## src/rtl/wvg_pkg.sv

```systemverilog
// shared types and constants for the waypoint velocity guidance block
`default_nettype none
package wvg_pkg;
    localparam int MaxWaypoints = 64;
    localparam int IdxW = $clog2(MaxWaypoints);
    localparam int CntW = $clog2(MaxWaypoints + 1);

    localparam logic FUNC_LOAD = 1'b0;
    localparam logic FUNC_POS  = 1'b1;

    localparam logic [0:0] REG_GAIN = 1'b0;
    localparam logic [0:0] REG_TOL  = 1'b1;

    typedef enum logic [3:0] {
        ST_IDLE,
        ST_RD,
        ST_DIFF,
        ST_SQ,
        ST_ARR,
        ST_PREP,
        ST_SQRT,
        ST_DIV,
        ST_OUT
    } state_t;

    typedef struct packed {
        logic load_item;
        logic pos_item;
        logic read_wp;
        logic diff;
        logic square;
        logic arr_check;
        logic prep;
        logic sqrt_step;
        logic div_step;
        logic out_load;
        logic adv_index;
    } cmd_t;

    typedef struct packed {
        logic arrived;
        logic done_now;
        logic done_next;
        logic sqrt_last;
        logic div_last;
        logic dist_zero;
    } stat_t;
endpackage
`default_nettype wire

```

## src/rtl/wvg_ctrl.sv

```systemverilog
// controller state machine sequencing loads, arrival test, sqrt and divide
`default_nettype none
module wvg_ctrl
    import wvg_pkg::*;
(
    input  wire logic  clk,
    input  wire logic  rst_n,
    input  wire logic  in_valid,
    input  wire logic  in_func,
    output logic       in_ready,
    input  wire logic  out_ready,
    output logic       out_valid,
    input  wire stat_t stat,
    output cmd_t       cmd
);
    state_t state_reg, state_next;
    logic   second_reg, second_next;
    logic   ov_reg, ov_next;

    always_ff @(posedge clk or negedge rst_n)
    begin
        if (!rst_n)
        begin
            state_reg  <= ST_IDLE;
            second_reg <= 1'b0;
            ov_reg     <= 1'b0;
        end
        else
        begin
            state_reg  <= state_next;
            second_reg <= second_next;
            ov_reg     <= ov_next;
        end
    end

    assign out_valid = ov_reg;

    always_comb
    begin
        state_next  = state_reg;
        second_next = second_reg;
        ov_next     = ov_reg;
        cmd         = '0;
        in_ready    = 1'b0;
        if (ov_reg && out_ready)
            ov_next = 1'b0;
        unique case (state_reg)
            ST_IDLE:
            begin
                in_ready = 1'b1;
                if (in_valid)
                begin
                    if (in_func == FUNC_LOAD)
                        cmd.load_item = 1'b1;
                    else
                    begin
                        cmd.pos_item = 1'b1;
                        second_next  = 1'b0;
                        state_next   = ST_RD;
                    end
                end
            end
            ST_RD:
            begin
                if (stat.done_now)
                    state_next = ST_OUT;
                else
                begin
                    cmd.read_wp = 1'b1;
                    state_next  = ST_DIFF;
                end
            end
            ST_DIFF:
            begin
                cmd.diff   = 1'b1;
                state_next = second_reg ? ST_PREP : ST_SQ;
            end
            ST_SQ:
            begin
                cmd.square = 1'b1;
                state_next = ST_ARR;
            end
            ST_ARR:
            begin
                cmd.arr_check = 1'b1;
                if (stat.arrived)
                begin
                    cmd.adv_index = 1'b1;
                    second_next   = 1'b1;
                    if (stat.done_next)
                        state_next = ST_OUT;
                    else
                        state_next = ST_RD;
                end
                else
                    state_next = ST_PREP;
            end
            ST_PREP:
            begin
                cmd.prep   = 1'b1;
                state_next = ST_SQRT;
            end
            ST_SQRT:
            begin
                cmd.sqrt_step = 1'b1;
                if (stat.sqrt_last)
                    state_next = ST_DIV;
                else
                    state_next = ST_SQRT;
            end
            ST_DIV:
            begin
                if (stat.dist_zero)
                    state_next = ST_OUT;
                else
                begin
                    cmd.div_step = 1'b1;
                    if (stat.div_last)
                        state_next = ST_OUT;
                end
            end
            ST_OUT:
            begin
                if (!ov_reg || out_ready)
                begin
                    cmd.out_load = 1'b1;
                    ov_next      = 1'b1;
                    state_next   = ST_IDLE;
                end
            end
            default: state_next = ST_IDLE;
        endcase
    end
endmodule
`default_nettype wire

```

## config.mk

```make
export PLATFORM = sky130hd
export DESIGN_NAME = wvg_ctrl
export DESIGN_NICKNAME = d
export VERILOG_FILES = /design/src/rtl/wvg_pkg.sv /design/src/rtl/wvg_ctrl.sv
export SDC_FILE = /design/constraint.sdc
export NUM_CORES = 1
export LEC_CHECK = 0
export BUFFER_PORTS_ARGS = -buffer_cell sky130_fd_sc_hd__buf_4
export CORE_AREA = 2 2 39 41
export CTS_BUF_LIST = sky130_fd_sc_hd__clkbuf_8
export DETAILED_ROUTE_END_ITERATION = 8
export DIE_AREA = 0 0 41 43
export GPL_ROUTABILITY_DRIVEN = 0
export PLACE_DENSITY = 0.69
export SETUP_SLACK_MARGIN = 0.5
export SLEW_MARGIN = 20
export SYNTH_ARGS = -nofsm -noshare
export SYNTH_HDL_FRONTEND = slang
export SYNTH_SLANG_ARGS = --single-unit
```

## constraint.sdc

```tcl
create_clock -name clk -period 1.48 [get_ports clk]
set_input_delay 0.296 -clock clk [delete_from_list [all_inputs] [get_ports clk]]
set_output_delay 0.296 -clock clk [all_outputs]
set_load 0.1 [all_outputs]
```

==> reports/results.ini, run 1 <==
[run_status]
status = finished with violations
violations = negative setup slack

[floorplan]
pin_count = 24
rows = 14
coreArea_um2 = 1384
die-area_um2 = 1763
die_x_um = 41
start_util_pct = 32.82
fp.dieH_um = 43

[cts]
htree_levels = 1
clock-sinks = 6
clock_path_buffers = 2
clock_latency_ps = 220
cts.clk_slew.worst_paths_ps = 40
tritoncts = done
cts_inserted_buffers = 3
clockRootBuffer = clkbuf_8

[global_route]
grt_start_max_net_pins = 9
antenna_found_initial = 0
grt_overflow_total = 0
track_usage_pct = 28.24
grt_pass1_vias = 694
grt_pass1_wl_um = 3325

[synthesis]
yosysTopAreaCell = dfrtp_1
synthesis.area_um2 = 454.2
ys_seq_area_share_pct = 33.06
synthTopCellsByArea = dfrtp_1, nor2_1, a21oi_1
synth_common_cells = nor2_1, dfrtp_1, nand2_1
synth.distinct_cells = 24
netlist_instances = 60
yosysTopAreaCellShare_pct = 33.06
async_reset_ff_share_pct = 100.0
syn_nets = 71
yosysWarnings = 0
synth-seq-cells = 6
synth_area_per_cell_um2 = 7.570
post-synth-top-count-cell = nor2_1
synth_ff_type = dfrtp_1
synth_edf_count = 0

[min_path]
hold_start = out_ready
hp-class = input port to flip-flop

[final_layout]
utilization_pct = 95.39
final_nets = 123
largest_register_ffs = 4
diodes = 0
drive_gt1_share_pct = 80.18
area_delta_synth_final_pct = 190.6
nFillCells = 36
finalInstanceArea_um2 = 1320

[sta]
setup-violations-final = 15
slew_violations = 0
fin_skew_ps = 7.905
rsz0062_at_grt = true
relSlewSlack_pct = 82.15
final-hold-violation-count = 0
tightest_slew_ps = 267.2
fin_hold_ws_ps = 405.7
fmax_mhz = 550.2
timing.final.ws_setup_ps = -337.4
min_period_ps = 1817
period_share_pct = 122.8

[setup_path]
arrival_ps = 1520
reg2reg_from = state_reg[1]
path_class = flip-flop to primary output
required_ps = 1180
setup.worst_path.start_class = flip-flop
crit_path_end_kind = primary output
path_max_fanout = 3
r2r_slack_ps = -200
critPathLaunch = state_reg[1]

[drt]
wire_per_inst_um = 19.86
vias_per_cell = 5.669
dr.pass1.iters = 4
vias = 720
routed_wl_um = 2522
drtAntennaViolNets = 0
drtIter0Drc = 10
drc = 0

[run]
cap_violations = 0

[placement]
port_buffers = 23
place_area_um2 = 845.8
hpwlAfterDp_um = 1078

[power]
power_density_nw_per_um2 = 2575
peakVddDrop_v = 0.001618
p_leak_nw = 0.5776

-- area by class of cell --
type,count,area [um2],area share [%]
clock inverter,1,3.754,0.2844
multi-input combinational,49,485.5,36.78
timing repair buffer,52,615.6,46.63
clock buffer,3,41.29,3.128
tap,16,20.02,1.517
sequential,6,153.9,11.66
-- worst max-delay path, stage by stage, from the launching register on --
cell     delay [ps]
dfrtp_1         410
or2_4           280
nor3_4          180
nand2_2         120
nor2_4          120
buf_12          180
-- cell usage in the layout (no fill, tap or decap), drive strengths merged --
master,instances
and2,1
o31ai,1
buf,51
nor3,5
mux2i,1
a21o,1
dlygate4sd3,1
nor2,10
clkbuf,3
nor4,2
o32a,1
or2,2
nor3b,2
and3,2
a2111oi,1
nand2b,3
inv,1
o21ai,3
or2b,2
dfrtp,6
nand2,6
o32ai,1
a21oi,5
-- kinds of logic (layout without fill, tap and decap cells) --
logic type             after synthesis  count (layout)  synth area share, %
and+or+nand+nor                     35              35                39.67
AOI/OAI and AO/OA                   13              13                18.18
DFF                                  6               6                33.06
buffers and inverters                5              56                6.887
muxes                                1               1                2.204
-- what timing repair did --
item                                   4_1_cts  5_1_grt
hold buffers                                 1        0
setup endpoints to repair                   19       19
pin swaps                                   11       13
setup buffers                                5        7
endpoints found under the hold margin        6        0
gates resized for setup                     67       11
-- final timing paths --
path | endpoint | depth (start not counted)
worst max-delay path | cmd[10] | 5
worst min-delay path | out_valid | 3
worst max register to register | state_reg[3] | 8
worst min register to register | second_reg | 2
max in group asynchronous | state_reg[3] | 2
min in group asynchronous | state_reg[1] | 2
-- stage by stage --
stage | TNS, ps | setup WS [ps] | cells | power (W)
global route | -4110 | -374.8 | 127 | 0.003497
detailed placement | -940.1 | -141.4 | 110 | 0.002110
CTS | -2215 | -247.1 | 120 | 0.002985
finish | -3701 | -337.4 | 127 | 0.003399
global placement | -680.7 | -110.7 | 110 | 0.002092
floorplan | -3896 | -1019 | 60 | 0.001649
-- per-layer routing --
| layer | track usage (%) | part of all wire (%) | vias up |
|---|---|---|---|
| li1 | - | - | 314 |
| met5 | 0 | 0 | - |
| met4 | 11.33 | 4.4 | 0 |
| met2 | 44.06 | 53 | 31 |
| met1 | 36.15 | 38 | 363 |
| met3 | 6.283 | 4.3 | 12 |
-- where the power goes --
part	total, W	switching, W	internal [W]
registers	0.000325	0.0000929	0.000232
clock network	0.000244	0.0000665	0.000178
logic	0.00283	0.00155	0.00128
total	0.00340	0.00171	0.00169
(Power assumes the default switching activity.)
==> run 2: changes to the inputs <==
==> constraint.sdc (replaced) <==
create_clock -name clk -period 2.3 [get_ports clk]
set_input_delay 0.46 -clock clk [delete_from_list [all_inputs] [get_ports clk]]
set_output_delay 0.46 -clock clk [all_outputs]
set_load 0.1 [all_outputs]
==> run 2 against run 1 <==
The run now ends clean. Flip-flop and latch count stayed put. Clock skew is 4.2 ps lower. Register-to-register slack improved by 1100 ps. Cell count down 13%. Critical endpoint is now cmd[0]. Worst setup slack better by 660 ps. Critical path type unchanged. Clock-buffer cell count stayed put. Sequential share of layout area grew 4.0 points. Non-clock buffer count decreased by 17. Utilization decreased by 24 points.
==> reports/results.ini, run 2 (same netlist as run 1, synthesis figures left out) <==
[drt]
routed_wl_um = 1517  ; -40%
vias = 579  ; -20%
dr.pass1.iters = 4  ; unchanged
vias_per_cell = 5.264  ; -7.2%
drtIter0Drc = 9  ; -1
wire_per_inst_um = 13.79  ; -31%
drc = 0  ; unchanged
drtAntennaViolNets = 0  ; unchanged

[global_route]
antenna_found_initial = 0  ; unchanged
grt_overflow_total = 0  ; unchanged
grt_start_max_net_pins = 11  ; +2
track_usage_pct = 16.45  ; -12 points
grt_pass1_vias = 491  ; -29%
grt_pass1_wl_um = 1966  ; -41%

[setup_path]
arrival_ps = 1520  ; about the same
required_ps = 1840  ; +660 ps
path_class = flip-flop to primary output
path_max_fanout = 5  ; +2
setup.worst_path.start_class = flip-flop
crit_path_end_kind = primary output

[cts]
clock-sinks = 6  ; unchanged
cts.clk_slew.worst_paths_ps = 40  ; about the same
tritoncts = done
clock_latency_ps = 220  ; about the same
clockRootBuffer = clkbuf_8
htree_levels = 1  ; unchanged
cts_inserted_buffers = 3  ; unchanged
clock_path_buffers = 2  ; unchanged

[sta]
fin_hold_ws_ps = 36.39  ; -369.4 ps
slew_violations = 0  ; unchanged
setup-violations-final = 0  ; -15
fin_skew_ps = 3.744  ; -4.161 ps
final-hold-violation-count = 0  ; unchanged
setup_tns_ps = 0  ; +3701 ps
relSlewSlack_pct = 69.53  ; -13 points
min_period_ps = 1981
fmax_mhz = 504.7
rsz0062_at_grt = true
period_share_pct = 86.14
tightest_slew_ps = 452.8  ; +185.7 ps

[placement]
hpwlAfterDp_um = 935.7  ; -13%
dp.cells = 96  ; -13%
port_buffers = 23  ; unchanged

[final_layout]
instances_no_fill = 110  ; -13%
diodes = 0  ; unchanged
final_nets = 106  ; -14%
final_common_cell = buf_4
area_delta_synth_final_pct = 117.9
nFillCells = 96  ; +170%
largest_register_ffs = 4  ; unchanged
drive_gt1_share_pct = 63.83  ; -16 points
final_cell_mix = buf_4, buf_12, nor2_1, a21oi_1

[floorplan]
rows = 14  ; unchanged
fp.dieH_um = 43  ; unchanged
die_x_um = 41  ; unchanged
coreArea_um2 = 1384  ; unchanged
pin_count = 24  ; unchanged
start_util_pct = 32.82  ; unchanged
die-area_um2 = 1763  ; unchanged

[min_path]
hp-class = input port to asynchronous set/reset pin

[run_status]
status = completed

[run]
cap_violations = 0  ; unchanged

-- run 2: worst paths after layout --
kind	from	to	slack, ps	cells after the start
worst max register to register	state_reg[2]	state_reg[0]	860	4
max in group asynchronous	rst_n	state_reg[1]	2130	1
min in group clk	out_valid	out_valid	520	2
worst min-delay path	rst_n	out_valid	40	1
worst max-delay path	state_reg[1]	cmd[0]	320	5
worst min register to register	out_valid	out_valid	520	2
-- run 2: what timing repair did --
item / CTS / global route
pin swaps: 2 / 3
setup endpoints to repair: 12 / 10
hold buffers: 0 / 0
gates resized for setup: 28 / 10
buffers inserted: 5 / 5
-- run 2: area by class of cell --
type	count	area [um2]	area share, %
repair buffers	35	377.9	38.18
multi-input cells	49	391.6	39.57
flip-flops and latches	6	155.1	15.68
well taps	16	20.02	2.023
clock buffers	3	41.29	4.172
clock inverters	1	3.754	0.3793
-- run 2: metrics by stage --
stage	instance area [um2]	setup slack, ps	util (%)
2_1_floorplan	560.5	-363.7	-
3_3_place_gp	728.2	371.9	52.62
3_5_place_dp	728.2	345.0	52.62
4_1_cts	910.9	350.3	65.82
5_1_grt	989.7	276.6	71.52
6_report	989.7	318.8	71.52
-- run 2: worst max-delay path, cell delays in order (launching register included) --
cell	delay, ps
dfrtp_2	420
or2_4	290
buf_4	150
nor2_4	110
and2_4	160
buf_12	160
-- run 2: per-layer routing --
metal / vias to the layer above / wire [um] / GRT usage, %
met5: - / 0 / 0
met4: 0 / 6 / 8.000
met3: 2 / 92 / 3.141
met2: 24 / 807 / 26.25
met1: 274 / 610 / 20.00
li1: 279 / - / -
Power of run 2 is left out: the tool's default activity adds up to more than one toggle a clock period on the data nets, which glitch-free logic cannot reach.
